### config.mk
export PLATFORM = sky130hd
export DESIGN_NAME = number_to_ascii_formatter_top
export DESIGN_NICKNAME = d
export VERILOG_FILES = /design/src/rtl/n2a_pkg.sv /design/src/rtl/number_to_ascii_formatter_top.sv /design/src/rtl/n2a_seq.sv /design/src/rtl/n2a_dp.sv
export SDC_FILE = /design/constraint.sdc
export NUM_CORES = 1
export LEC_CHECK = 0
export BUFFER_PORTS_ARGS = -buffer_cell sky130_fd_sc_hd__buf_4
export CORE_MARGIN = 4
export CORE_UTILIZATION = 55
export CTS_CLUSTER_DIAMETER = 40
export DETAILED_ROUTE_END_ITERATION = 8
export GPL_ROUTABILITY_DRIVEN = 1
export MAX_ROUTING_LAYER = met4
export PLACE_DENSITY = 0.86
export SKIP_CTS_REPAIR_TIMING = 1
export SYNTH_ARGS = -nofsm -noshare
export SYNTH_HDL_FRONTEND = slang
export SYNTH_SLANG_ARGS = --single-unit
### constraint.sdc
create_clock -name clk -period 17.65 [get_ports clk]
set_input_delay 2.6475 -clock clk [delete_from_list [all_inputs] [get_ports clk]]
set_output_delay 2.6475 -clock clk [all_outputs]
set_load 0.05 [all_outputs]
### src/rtl/n2a_pkg.sv
// Types, codes and the control program shared by the number-to-ASCII formatter.
package n2a_pkg;

  localparam int StepW = 4;
  typedef logic [StepW-1:0] step_t;

  localparam logic [1:0] OP_DEC = 2'd0;
  localparam logic [1:0] OP_HEX = 2'd1;
  localparam logic [1:0] OP_BIN = 2'd2;

  localparam logic [1:0] SZ_8  = 2'd0;
  localparam logic [1:0] SZ_16 = 2'd1;
  localparam logic [1:0] SZ_32 = 2'd2;

  localparam logic [7:0] ASC_ZERO  = 8'h30;
  localparam logic [7:0] ASC_X     = 8'h78;
  localparam logic [7:0] ASC_B     = 8'h62;
  localparam logic [7:0] ASC_MINUS = 8'h2D;
  localparam logic [7:0] ASC_ALPHA = 8'h37;

  localparam step_t S_IDLE     = 4'd0;
  localparam step_t S_HEX_0    = 4'd1;
  localparam step_t S_HEX_X    = 4'd2;
  localparam step_t S_HEX_D    = 4'd3;
  localparam step_t S_BIN_0    = 4'd4;
  localparam step_t S_BIN_B    = 4'd5;
  localparam step_t S_BIN_D    = 4'd6;
  localparam step_t S_DEC_Z    = 4'd7;
  localparam step_t S_DEC_S    = 4'd8;
  localparam step_t S_DEC_M    = 4'd9;
  localparam step_t S_DEC_DD   = 4'd10;
  localparam step_t S_DEC_T    = 4'd11;
  localparam step_t S_DEC_LZ   = 4'd12;
  localparam step_t S_DEC_SK   = 4'd13;
  localparam step_t S_DEC_D    = 4'd14;
  localparam step_t S_DEC_ZERO = 4'd15;

  typedef enum logic [2:0] {
    C_NEVER, C_ALWAYS, C_DISPATCH, C_ZERO, C_POS, C_CNT_MORE, C_BCD_NZ
  } cond_t;

  typedef enum logic [1:0] {CH_LIT, CH_HEX, CH_BIN, CH_BCD} chsel_t;

  typedef enum logic [1:0] {L_NO, L_YES, L_CNT} lastsel_t;

  typedef enum logic [2:0] {DP_NOP, DP_HEX, DP_BIN, DP_DD, DP_BCD} dpop_t;

  typedef struct packed {
    logic       wait_in;
    logic       emit;
    chsel_t     chsel;
    logic [7:0] lit;
    lastsel_t   lastsel;
    dpop_t      dpop;
    logic       cnt_dec;
    logic       cnt_ten;
    cond_t      cond;
    step_t      target;
    logic       fin;
  } ctrl_t;

  typedef struct packed {
    logic zero;
    logic pos;
    logic cnt_more;
    logic bcd_nz;
    logic out_free;
  } stat_t;

  function automatic logic [7:0] hex_char(input logic [3:0] nib);
    logic [7:0] c;
    if (nib < 4'd10) begin
      c = ASC_ZERO + {4'h0, nib};
    end else begin
      c = ASC_ALPHA + {4'h0, nib};
    end
    return c;
  endfunction

  function automatic ctrl_t rom(input step_t s);
    ctrl_t w;
    w = '0;
    case (s)
      S_IDLE: begin
        w.wait_in = 1'b1;
        w.cond    = C_DISPATCH;
      end
      S_HEX_0, S_BIN_0: begin
        w.emit = 1'b1;
        w.lit  = ASC_ZERO;
      end
      S_HEX_X: begin
        w.emit = 1'b1;
        w.lit  = ASC_X;
      end
      S_HEX_D: begin
        w.emit    = 1'b1;
        w.chsel   = CH_HEX;
        w.lastsel = L_CNT;
        w.dpop    = DP_HEX;
        w.cnt_dec = 1'b1;
        w.cond    = C_CNT_MORE;
        w.target  = S_HEX_D;
        w.fin     = 1'b1;
      end
      S_BIN_B: begin
        w.emit = 1'b1;
        w.lit  = ASC_B;
      end
      S_BIN_D: begin
        w.emit    = 1'b1;
        w.chsel   = CH_BIN;
        w.lastsel = L_CNT;
        w.dpop    = DP_BIN;
        w.cnt_dec = 1'b1;
        w.cond    = C_CNT_MORE;
        w.target  = S_BIN_D;
        w.fin     = 1'b1;
      end
      S_DEC_Z: begin
        w.cond   = C_ZERO;
        w.target = S_DEC_ZERO;
      end
      S_DEC_S: begin
        w.cond   = C_POS;
        w.target = S_DEC_DD;
      end
      S_DEC_M: begin
        w.emit = 1'b1;
        w.lit  = ASC_MINUS;
      end
      S_DEC_DD: begin
        w.dpop    = DP_DD;
        w.cnt_dec = 1'b1;
        w.cond    = C_CNT_MORE;
        w.target  = S_DEC_DD;
      end
      S_DEC_T: begin
        w.cnt_ten = 1'b1;
      end
      S_DEC_LZ: begin
        w.cond   = C_BCD_NZ;
        w.target = S_DEC_D;
      end
      S_DEC_SK: begin
        w.dpop    = DP_BCD;
        w.cnt_dec = 1'b1;
        w.cond    = C_ALWAYS;
        w.target  = S_DEC_LZ;
      end
      S_DEC_D: begin
        w.emit    = 1'b1;
        w.chsel   = CH_BCD;
        w.lastsel = L_CNT;
        w.dpop    = DP_BCD;
        w.cnt_dec = 1'b1;
        w.cond    = C_CNT_MORE;
        w.target  = S_DEC_D;
        w.fin     = 1'b1;
      end
      S_DEC_ZERO: begin
        w.emit    = 1'b1;
        w.lit     = ASC_ZERO;
        w.lastsel = L_YES;
        w.fin     = 1'b1;
      end
      default: begin
        w.fin = 1'b1;
      end
    endcase
    return w;
  endfunction

endpackage

### src/rtl/number_to_ascii_formatter_top.sv
// Top level of the number-to-ASCII formatter: sequencer, datapath and checks.
// Hex and binary: the value is taken, then one character per cycle while the output
// is not stalled; decimal runs the 32-step BCD conversion loop plus the leading-zero
// skip before its digits, and a zero value takes a separate path.
// One value is in work at a time; the next is taken once the last beat is registered.
// Synchronous reset returns the step counter to idle and empties the output register.
module number_to_ascii_formatter_top (
  input  logic        clk,
  input  logic        rst,
  input  logic        in_valid,
  output logic        in_ready,
  input  logic [63:0] value,
  input  logic [1:0]  opcode,
  input  logic [1:0]  size_code,
  output logic        out_valid,
  input  logic        out_ready,
  output logic [7:0]  character,
  output logic        last
);
  import n2a_pkg::*;

  ctrl_t ctrl;
  stat_t stat;
  logic  fire;

  n2a_seq u_seq (
    .clk      (clk),
    .rst      (rst),
    .in_valid (in_valid),
    .opcode   (opcode),
    .stat     (stat),
    .ctrl     (ctrl),
    .fire     (fire)
  );

  n2a_dp u_dp (
    .clk       (clk),
    .rst       (rst),
    .ctrl      (ctrl),
    .fire      (fire),
    .value     (value),
    .opcode    (opcode),
    .size_code (size_code),
    .out_ready (out_ready),
    .stat      (stat),
    .out_valid (out_valid),
    .character (character),
    .last      (last)
  );

  assign in_ready = ctrl.wait_in;

  a_busy_after_accept: assert property (@(posedge clk) disable iff (rst)
    in_valid && in_ready && (opcode == OP_DEC || opcode == OP_HEX || opcode == OP_BIN)
    |=> !in_ready)
    else $error("formatter took a new value while text was still due");

  a_no_null_char: assert property (@(posedge clk) disable iff (rst)
    out_valid |-> character != 8'h00)
    else $error("formatter presented a null character");

  a_idle_after_reset: assert property (@(posedge clk)
    rst |=> in_ready && !out_valid)
    else $error("formatter not idle after reset");

endmodule

### src/rtl/n2a_seq.sv
// Microcode sequencer: step counter, control store lookup and jump logic.
module n2a_seq (
  input  logic           clk,
  input  logic           rst,
  input  logic           in_valid,
  input  logic [1:0]     opcode,
  input  n2a_pkg::stat_t stat,
  output n2a_pkg::ctrl_t ctrl,
  output logic           fire
);
  import n2a_pkg::*;

  step_t step;
  step_t step_next;
  logic  taken;

  assign ctrl = rom(step);
  assign fire = (!ctrl.wait_in || in_valid) && (!ctrl.emit || stat.out_free);

  always_comb begin
    case (ctrl.cond)
      C_ALWAYS:   taken = 1'b1;
      C_DISPATCH: taken = 1'b1;
      C_ZERO:     taken = stat.zero;
      C_POS:      taken = stat.pos;
      C_CNT_MORE: taken = stat.cnt_more;
      C_BCD_NZ:   taken = stat.bcd_nz;
      default:    taken = 1'b0;
    endcase
  end

  always_comb begin
    step_next = step;
    if (fire) begin
      if (ctrl.cond == C_DISPATCH) begin
        case (opcode)
          OP_DEC:  step_next = S_DEC_Z;
          OP_HEX:  step_next = S_HEX_0;
          OP_BIN:  step_next = S_BIN_0;
          default: step_next = S_IDLE;
        endcase
      end else if (taken) begin
        step_next = ctrl.target;
      end else if (ctrl.fin) begin
        step_next = S_IDLE;
      end else begin
        step_next = step + step_t'(1);
      end
    end
  end

  always_ff @(posedge clk) begin
    if (rst) begin
      step <= S_IDLE;
    end else begin
      step <= step_next;
    end
  end

endmodule

### src/rtl/n2a_dp.sv
// Datapath: value shifter, BCD converter, step count and output register.
module n2a_dp (
  input  logic           clk,
  input  logic           rst,
  input  n2a_pkg::ctrl_t ctrl,
  input  logic           fire,
  input  logic [63:0]    value,
  input  logic [1:0]     opcode,
  input  logic [1:0]     size_code,
  input  logic           out_ready,
  output n2a_pkg::stat_t stat,
  output logic           out_valid,
  output logic [7:0]     character,
  output logic           last
);
  import n2a_pkg::*;

  logic [63:0] sh;
  logic [39:0] bcd;
  logic [5:0]  cnt;
  logic        neg;
  logic        zero_f;

  logic        load;
  logic        emit_now;
  logic [31:0] raw;
  logic [31:0] mag;
  logic [63:0] sh_load;
  logic [5:0]  cnt_load;
  logic [39:0] bcd_adj;
  logic [7:0]  char_next;
  logic        last_next;

  assign load     = fire && ctrl.wait_in;
  assign emit_now = fire && ctrl.emit;
  assign raw      = value[31:0];
  assign mag      = raw[31] ? (32'd0 - raw) : raw;

  always_comb begin
    case (opcode)
      OP_HEX: begin
        case (size_code)
          SZ_8:    begin sh_load = value << 56; cnt_load = 6'd2; end
          SZ_16:   begin sh_load = value << 48; cnt_load = 6'd4; end
          SZ_32:   begin sh_load = value << 32; cnt_load = 6'd8; end
          default: begin sh_load = value;       cnt_load = 6'd16; end
        endcase
      end
      OP_BIN: begin
        case (size_code)
          SZ_8:    begin sh_load = value << 56; cnt_load = 6'd8; end
          SZ_16:   begin sh_load = value << 48; cnt_load = 6'd16; end
          default: begin sh_load = value << 32; cnt_load = 6'd32; end
        endcase
      end
      default: begin
        sh_load  = {32'd0, mag};
        cnt_load = 6'd32;
      end
    endcase
  end

  always_comb begin
    for (int i = 0; i < 10; i++) begin
      if (bcd[4*i +: 4] >= 4'd5) begin
        bcd_adj[4*i +: 4] = bcd[4*i +: 4] + 4'd3;
      end else begin
        bcd_adj[4*i +: 4] = bcd[4*i +: 4];
      end
    end
  end

  always_comb begin
    case (ctrl.chsel)
      CH_HEX:  char_next = hex_char(sh[63:60]);
      CH_BIN:  char_next = ASC_ZERO + {7'd0, sh[63]};
      CH_BCD:  char_next = ASC_ZERO + {4'd0, bcd[39:36]};
      default: char_next = ctrl.lit;
    endcase
    case (ctrl.lastsel)
      L_YES:   last_next = 1'b1;
      L_CNT:   last_next = (cnt == 6'd1);
      default: last_next = 1'b0;
    endcase
  end

  always_ff @(posedge clk) begin
    if (load) begin
      sh     <= sh_load;
      bcd    <= '0;
      neg    <= raw[31];
      zero_f <= (raw == 32'd0);
    end else if (fire) begin
      case (ctrl.dpop)
        DP_HEX: sh <= {sh[59:0], 4'h0};
        DP_BIN: sh <= {sh[62:0], 1'b0};
        DP_DD: begin
          bcd <= {bcd_adj[38:0], sh[31]};
          sh  <= {sh[62:0], 1'b0};
        end
        DP_BCD:  bcd <= {bcd[35:0], 4'h0};
        default: ;
      endcase
    end
  end

  always_ff @(posedge clk) begin
    if (load) begin
      cnt <= cnt_load;
    end else if (fire && ctrl.cnt_ten) begin
      cnt <= 6'd10;
    end else if (fire && ctrl.cnt_dec) begin
      cnt <= cnt - 6'd1;
    end
  end

  always_ff @(posedge clk) begin
    if (rst) begin
      out_valid <= 1'b0;
    end else if (emit_now) begin
      out_valid <= 1'b1;
    end else if (out_ready) begin
      out_valid <= 1'b0;
    end
  end

  always_ff @(posedge clk) begin
    if (emit_now) begin
      character <= char_next;
      last      <= last_next;
    end
  end

  assign stat.zero     = zero_f;
  assign stat.pos      = !neg;
  assign stat.cnt_more = (cnt != 6'd1);
  assign stat.bcd_nz   = (bcd[39:36] != 4'h0);
  assign stat.out_free = !out_valid || out_ready;

endmodule
==> results of run 1 <==
## worst register-to-register path, cell delays in order (launching register included)
cell	delay, ns
sky130_fd_sc_hd__dfxtp_1	0.42
sky130_fd_sc_hd__inv_1	0.09
sky130_fd_sc_hd__ha_1	0.31
sky130_fd_sc_hd__or3_1	0.37
sky130_fd_sc_hd__a311oi_1	0.45
sky130_fd_sc_hd__o211ai_1	0.16
sky130_fd_sc_hd__buf_4	0.39
sky130_fd_sc_hd__inv_2	0.65
sky130_fd_sc_hd__buf_4	0.57
sky130_fd_sc_hd__o211ai_1	0.18
sky130_fd_sc_hd__a21boi_0	0.16
## layer usage
layer,vias to the layer above,track usage,share of wire
met4,0,0.0801,0.019
met3,38,0.0546,0.10
met1,3948,0.375,0.42
li1,4055,-,-
met2,454,0.404,0.46
met5,-,-,0
## state kept, by name, indices dropped and copies added (netlist names)
register        flops
u_dp.neg            1
u_dp.zero_f         1
u_dp.sh            64
u_dp.out_valid      1
u_seq.step          4
u_dp.cnt            6
u_dp.last           1
u_dp.bcd           40
u_dp.character      7
## power by group
| part | switching [mW] | total [mW] | internal, mW | leakage (nW) |
|---|---|---|---|---|
| Combinational | 0.343 | 0.523 | 0.180 | 2.61 |
| Clock | 0.137 | 0.329 | 0.192 | 0.263 |
| Sequential | 0.0614 | 0.541 | 0.479 | 1.13 |
| Total | 0.541 | 1.39 | 0.851 | 4.00 |
## area by class of cell
class	count	area (um2)
clock inverters	15	124
fillers	1318	5740
flip-flops and latches	125	3300
diodes	1	2.50
inverters	43	161
well taps	216	270
clock buffers	17	425
multi-input cells	826	5150
repair buffers	95	713
## cell usage in the layout, fill, tap and decap left out, types with 7 or more instances in the layout
cell type,count
sky130_fd_sc_hd__a211oi_1,20
sky130_fd_sc_hd__a21oi_1,73
sky130_fd_sc_hd__a222oi_1,15
sky130_fd_sc_hd__a22o_1,21
sky130_fd_sc_hd__a31oi_1,44
sky130_fd_sc_hd__and3_1,14
sky130_fd_sc_hd__buf_4,95
sky130_fd_sc_hd__clkbuf_16,17
sky130_fd_sc_hd__dfxtp_1,45
sky130_fd_sc_hd__edfxtp_1,80
sky130_fd_sc_hd__ha_1,34
sky130_fd_sc_hd__inv_1,42
sky130_fd_sc_hd__mux2_2,17
sky130_fd_sc_hd__mux2i_1,23
sky130_fd_sc_hd__nand2_1,184
sky130_fd_sc_hd__nand2b_1,27
sky130_fd_sc_hd__nand3_1,33
sky130_fd_sc_hd__nand3b_1,18
sky130_fd_sc_hd__nor2_1,65
sky130_fd_sc_hd__nor3_1,16
sky130_fd_sc_hd__o211a_1,10
sky130_fd_sc_hd__o211ai_1,42
sky130_fd_sc_hd__o21ai_0,53
sky130_fd_sc_hd__o31ai_1,10
sky130_fd_sc_hd__o41ai_1,7
sky130_fd_sc_hd__or3_1,9
sky130_fd_sc_hd__xnor2_1,13
## metrics by stage
stage | instances | hold WS, ns | setup WS (ns)
final | 1338 | 0.512 | 12.43
after floorplan | 1078 | 0.466 | 9.38
after detailed placement | 1305 | 0.503 | 12.07
after global routing | 1338 | 0.541 | 12.27
after CTS | 1337 | 0.512 | 12.51
after global placement | 1305 | 0.489 | 12.15
## cells by family (layout without fill, tap and decap cells)
kind of cell,Yosys count,count (layout),synth area share
muxes,40,40,0.0473
AOI/OAI and AO/OA,334,334,0.252
buffers and inverters,127,170,0.0543
other,1,2,0.000420
DFF,125,125,0.370
xor gates and xnor gates,17,17,0.0167
and+or+nand+nor,400,400,0.211
adders and majority gates,34,34,0.0477
## how the worst max path moves through the flow
stage	from	to	slack [ns]	depth (start not counted)
floorplan	out_ready	u_dp.sh[0]	9.38	5
global placement	out_ready	u_dp.sh[2]	12.15	8
finish	out_ready	u_dp.sh[61]	12.43	9
CTS	out_ready	u_dp.sh[61]	12.51	9
global route	out_ready	u_dp.sh[61]	12.27	9
detailed placement	out_ready	u_dp.sh[61]	12.07	9
==> metrics.yaml, run 1 <==
skew_ns: 0.00892
netlist_top_cells_area: "sky130_fd_sc_hd__edfxtp_1, sky130_fd_sc_hd__dfxtp_1, sky130_fd_sc_hd__nand2_1"
hpwlAfterDp_mm: 16.0
die_height_um: 135
rows: 46
remaining_routing_drc_violations: 0
antenna_found_initial: 1
final_hold_viol_count: 0
yosysTopAreaCellShare: 0.269
synth-main-ff-cell: "sky130_fd_sc_hd__edfxtp_1"
syn_nets: 1184
critical-path-top-delay-family: "buffers and inverters"
overall_power_consumption_mw: 1.39
clock-root-buffer: "sky130_fd_sc_hd__clkbuf_16"
hold_class: "reg -> reg"
boundaryPins: 83
rrSetupSlack_ns: 13.60
level_count_of_the_clock_h_tree: 4
largest_net_degree_at_the_start_of_global_routing: 86
global_route_wire_length_before_repair_mm: 39.0
netlist_instances: 1078
initial_drc_count: 1309
fmax_mhz: 192
avgSynthCellArea_um2: 8.27
static-leakage-power_nw: 4.00
worst_setup_path_end_kind: "flip-flop"
cap_viol_max_count: 0
dpl-instance-area_um2: 9590
maxSlewViolCount: 0
synth-warning-count: 0
reg2reg_depth: 10
critical_path_class: "in -> reg"
buffer_ports.inserted: 81
floorplan.initialDensity: 0.562
power_per_cell_area_nw_per_um2: 137
min_delay_startpoint: "u_dp.bcd[36]"
crit_path_cell_trace: "buf_4 -> nand2b_1 -> or2_2 -> o211ai_1 -> buf_4 -> inv_2 -> buf_4 -> nand3b_1 -> o21ai_0"
area_delta_synth_final_pct: 13.7
detailroute.via_count: 8495
slew_headroom: 0.252
final_util: 0.639
clkSlewWorstSetupHoldPaths_ns: 0.06
die_area_um2: 18300
yosys.cell_types.count: 65
gp_congestion: 0.988
synth_top_area_cell: "sky130_fd_sc_hd__edfxtp_1"
critical-path-slowest-cell: "sky130_fd_sc_hd__buf_4"
result_of_the_run: "completed"
endpoint_of_the_worst_hold_timing_path: "u_dp.bcd[36]"
numClockSinks: 125
seq_area_frac_synth: 0.370
drive_gt1_frac: 0.139
worst_r2r_startpoint: "u_seq.step[0]"
synth-async-reset-ratio: 0
first_global_vias: 7699
max-clock-path-buffers: 2
path_buf_inv: 4
track_usage: 0.271
finalInstanceArea_um2: 10100
setup_tns_ns: 0
post_synth_most_frequent_cells: "sky130_fd_sc_hd__nand2_1, sky130_fd_sc_hd__edfxtp_1, sky130_fd_sc_hd__clkbuf_1, sky130_fd_sc_hd__a21oi_1, sky130_fd_sc_hd__nor2_1"
worst_ir_drop_vdd_mv: 0.0840
timing.critical_path.fanout_max: 85
share_of_the_clock_period_used_by_the_worst_path_after_layout: 0.296
worst_hold_path.num_cells: 2
crit_path_frequent_cell: "sky130_fd_sc_hd__buf_4"
tritoncts: "yes"
clk-insertion-delay-late_ns: 0.43
via_per_inst: 6.35
yosys_register_bits: 125
finalSetupViolations: 0
data_arrival_critical_path_ns: 5.35
design.core.area_um2: 15900
gr-total-overflow: 0
timing.critical_path.slowest_cell_delay_ns: 0.70
post-synth-top-count-cell: "sky130_fd_sc_hd__nand2_1"
wl_per_cell_um: 17.9
crit_path_start_kind: "input port"
required_ns: 17.79
period_minus_slack_ns: 5.22
drtPass1Iterations: 8
numCtsBuffers: 17
mappedNetlistArea_um2: 8920
grt_setup_unrepaired: "no"
dieWidth_um: 135
tightest_slew_ns: 1.12
worst_r2r_endpoint: "u_dp.sh[6]"
route.final.wire_length_mm: 23.9
synth_enable_flop_cells: 80
ant_nets: 0
final_nets: 1214
Power figures use the tool's default switching activity.
==> run 2: changes to the inputs <==
- PLACE_DENSITY: 0.86 -> 0.89
- clock period: 17.65 -> 4.37 ns (I/O delays scaled with it)
==> run 2 against run 1 <==
- sequential power grew to 4.0 times the previous value
- clock power rose to 4.4 times the previous value
- flip-flop and latch count unchanged
- global-route usage is 0.57 points higher
- first-iteration DRC count down 6.0%
==> metrics.yaml, run 2 (synthesis results as in run 1) <==
result_of_the_run: "completed"
antenna_found_initial: 0
hold_class: "in -> reg"
level_count_of_the_clock_h_tree: 4
clk-insertion-delay-late_ns: 0.42
largest_register_ff_count: 64
area_delta_synth_final_pct: 15.1
numClockSinks: 125
setup_tns_ns: 0
drtPass1Iterations: 9
buffer_ports.inserted: 81
crit_path_start_kind: "flip-flop"
rrSetupSlack_ns: 1.10
track_usage: 0.276
remaining_routing_drc_violations: 0
largest_net_degree_at_the_start_of_global_routing: 85
power_per_cell_area_nw_per_um2: 565
die_height_um: 135
final_common_cell: "sky130_fd_sc_hd__nand2_1"
finalSetupViolations: 0
worst_hold_slack_ns: 0.453
worst_setup_path_end_kind: "flip-flop"
design.core.area_um2: 15900
tightest_slew_ns: 1.14
period_minus_slack_ns: 3.27
ant_nets: 0
grt_setup_unrepaired: "no"
final_hold_viol_count: 0
data_arrival_critical_path_ns: 3.44
first_global_vias: 7905
rows: 46
biggestRegsByFlops: "u_dp.sh: 64 flops, u_dp.bcd: 40 flops, u_dp.character: 7 flops"
highest_count_cells_in_the_layout_ignoring_fill_and_taps: "sky130_fd_sc_hd__nand2_1, sky130_fd_sc_hd__buf_4, sky130_fd_sc_hd__edfxtp_1"
global_route_wire_length_before_repair_mm: 39.6
cap_viol_max_count: 0
register_with_the_most_flip_flops: "u_dp.sh"
timing.critical_path.fanout_max: 84
detailedPlace.worstSlack_ns: 1.10
critical_path_class: "reg -> reg"
required_ns: 4.54
wl_per_cell_um: 18.6
final.fill_count: 1299
die_area_um2: 18300
skew_ns: 0.00684
dieWidth_um: 135
antenna_cells_inserted: 0
clkSlewWorstSetupHoldPaths_ns: 0.06
route.final.wire_length_mm: 24.9
via_per_inst: 6.51
share_of_the_clock_period_used_by_the_worst_path_after_layout: 0.749
hpwlAfterDp_mm: 16.9
gp_congestion: 1.01
drive_gt1_frac: 0.141
max-clock-path-buffers: 2
final_nets: 1218
worst_ir_drop_vdd_mv: 0.370
detailroute.via_count: 8724
boundaryPins: 83
floorplan.initialDensity: 0.562
slew_headroom: 0.239
gr-total-overflow: 0
static-leakage-power_nw: 4.08
clock-root-buffer: "sky130_fd_sc_hd__clkbuf_16"
maxSlewViolCount: 0
final_util: 0.646
initial_drc_count: 1231
tritoncts: "yes"
numCtsBuffers: 17
fmax_mhz: 305
post-route-worst-setup-slack_ns: 1.10
==> run 2: metal layers <==
| metal | track usage | up-vias | wire [um] |
|---|---|---|---|
| li1 | - | 4056 | - |
| met1 | 0.369 | 4062 | 10100 |
| met2 | 0.426 | 550 | 11700 |
| met3 | 0.0501 | 56 | 2510 |
| met4 | 0.0957 | 0 | 676 |
| met5 | - | - | 0 |
==> run 2: path summary, 6_finish.rpt <==
path	cells after the start	to	from
min reg2reg	2	u_dp.bcd[39]	u_dp.bcd[39]
min	2	u_dp.out_valid	rst
max reg2reg	7	u_dp.cnt[1]	u_seq.step[0]
max	7	u_dp.cnt[1]	u_seq.step[0]
==> run 2: metrics by stage <==
| stage | power [mW] | std cells | cell area, um2 |
|---|---|---|---|
| after floorplan | 3.68 | 1078 | 8920 |
| after global placement | 4.23 | 1309 | 9650 |
| after detailed placement | 4.30 | 1309 | 9650 |
| after CTS | 5.76 | 1341 | 10300 |
| after global routing | 6.09 | 1341 | 10300 |
| final | 5.80 | 1341 | 10300 |
==> run 2: worst max-delay path, stage by stage, from the launching register on <==
cell and delay [ns]:
sky130_fd_sc_hd__dfxtp_1 0.43, sky130_fd_sc_hd__ha_1 0.49, sky130_fd_sc_hd__nand2b_1 0.19, sky130_fd_sc_hd__a311oi_1 0.15, sky130_fd_sc_hd__o211ai_1 0.39, sky130_fd_sc_hd__buf_4 0.72
sky130_fd_sc_hd__o21ai_1 0.36, sky130_fd_sc_hd__o22a_1 0.29
==> run 2: report_power, final <==
part           total [mW]  internal (mW)  leakage (nW)  switching [mW]
registers            2.19           1.93          1.13           0.263
logic                2.15          0.756          2.64            1.39
clock network        1.45          0.918         0.310           0.535
==> run 2: area by class of cell <==
class	count	area (um2)	share of cell area
flip-flops and latches	125	3300	0.322
inverters	43	161	0.0157
clock inverters	6	36.3	0.00353
clock buffers	26	579	0.0564
multi-input cells	826	5150	0.501
repair buffers	99	768	0.0748
well taps	216	270	0.0263
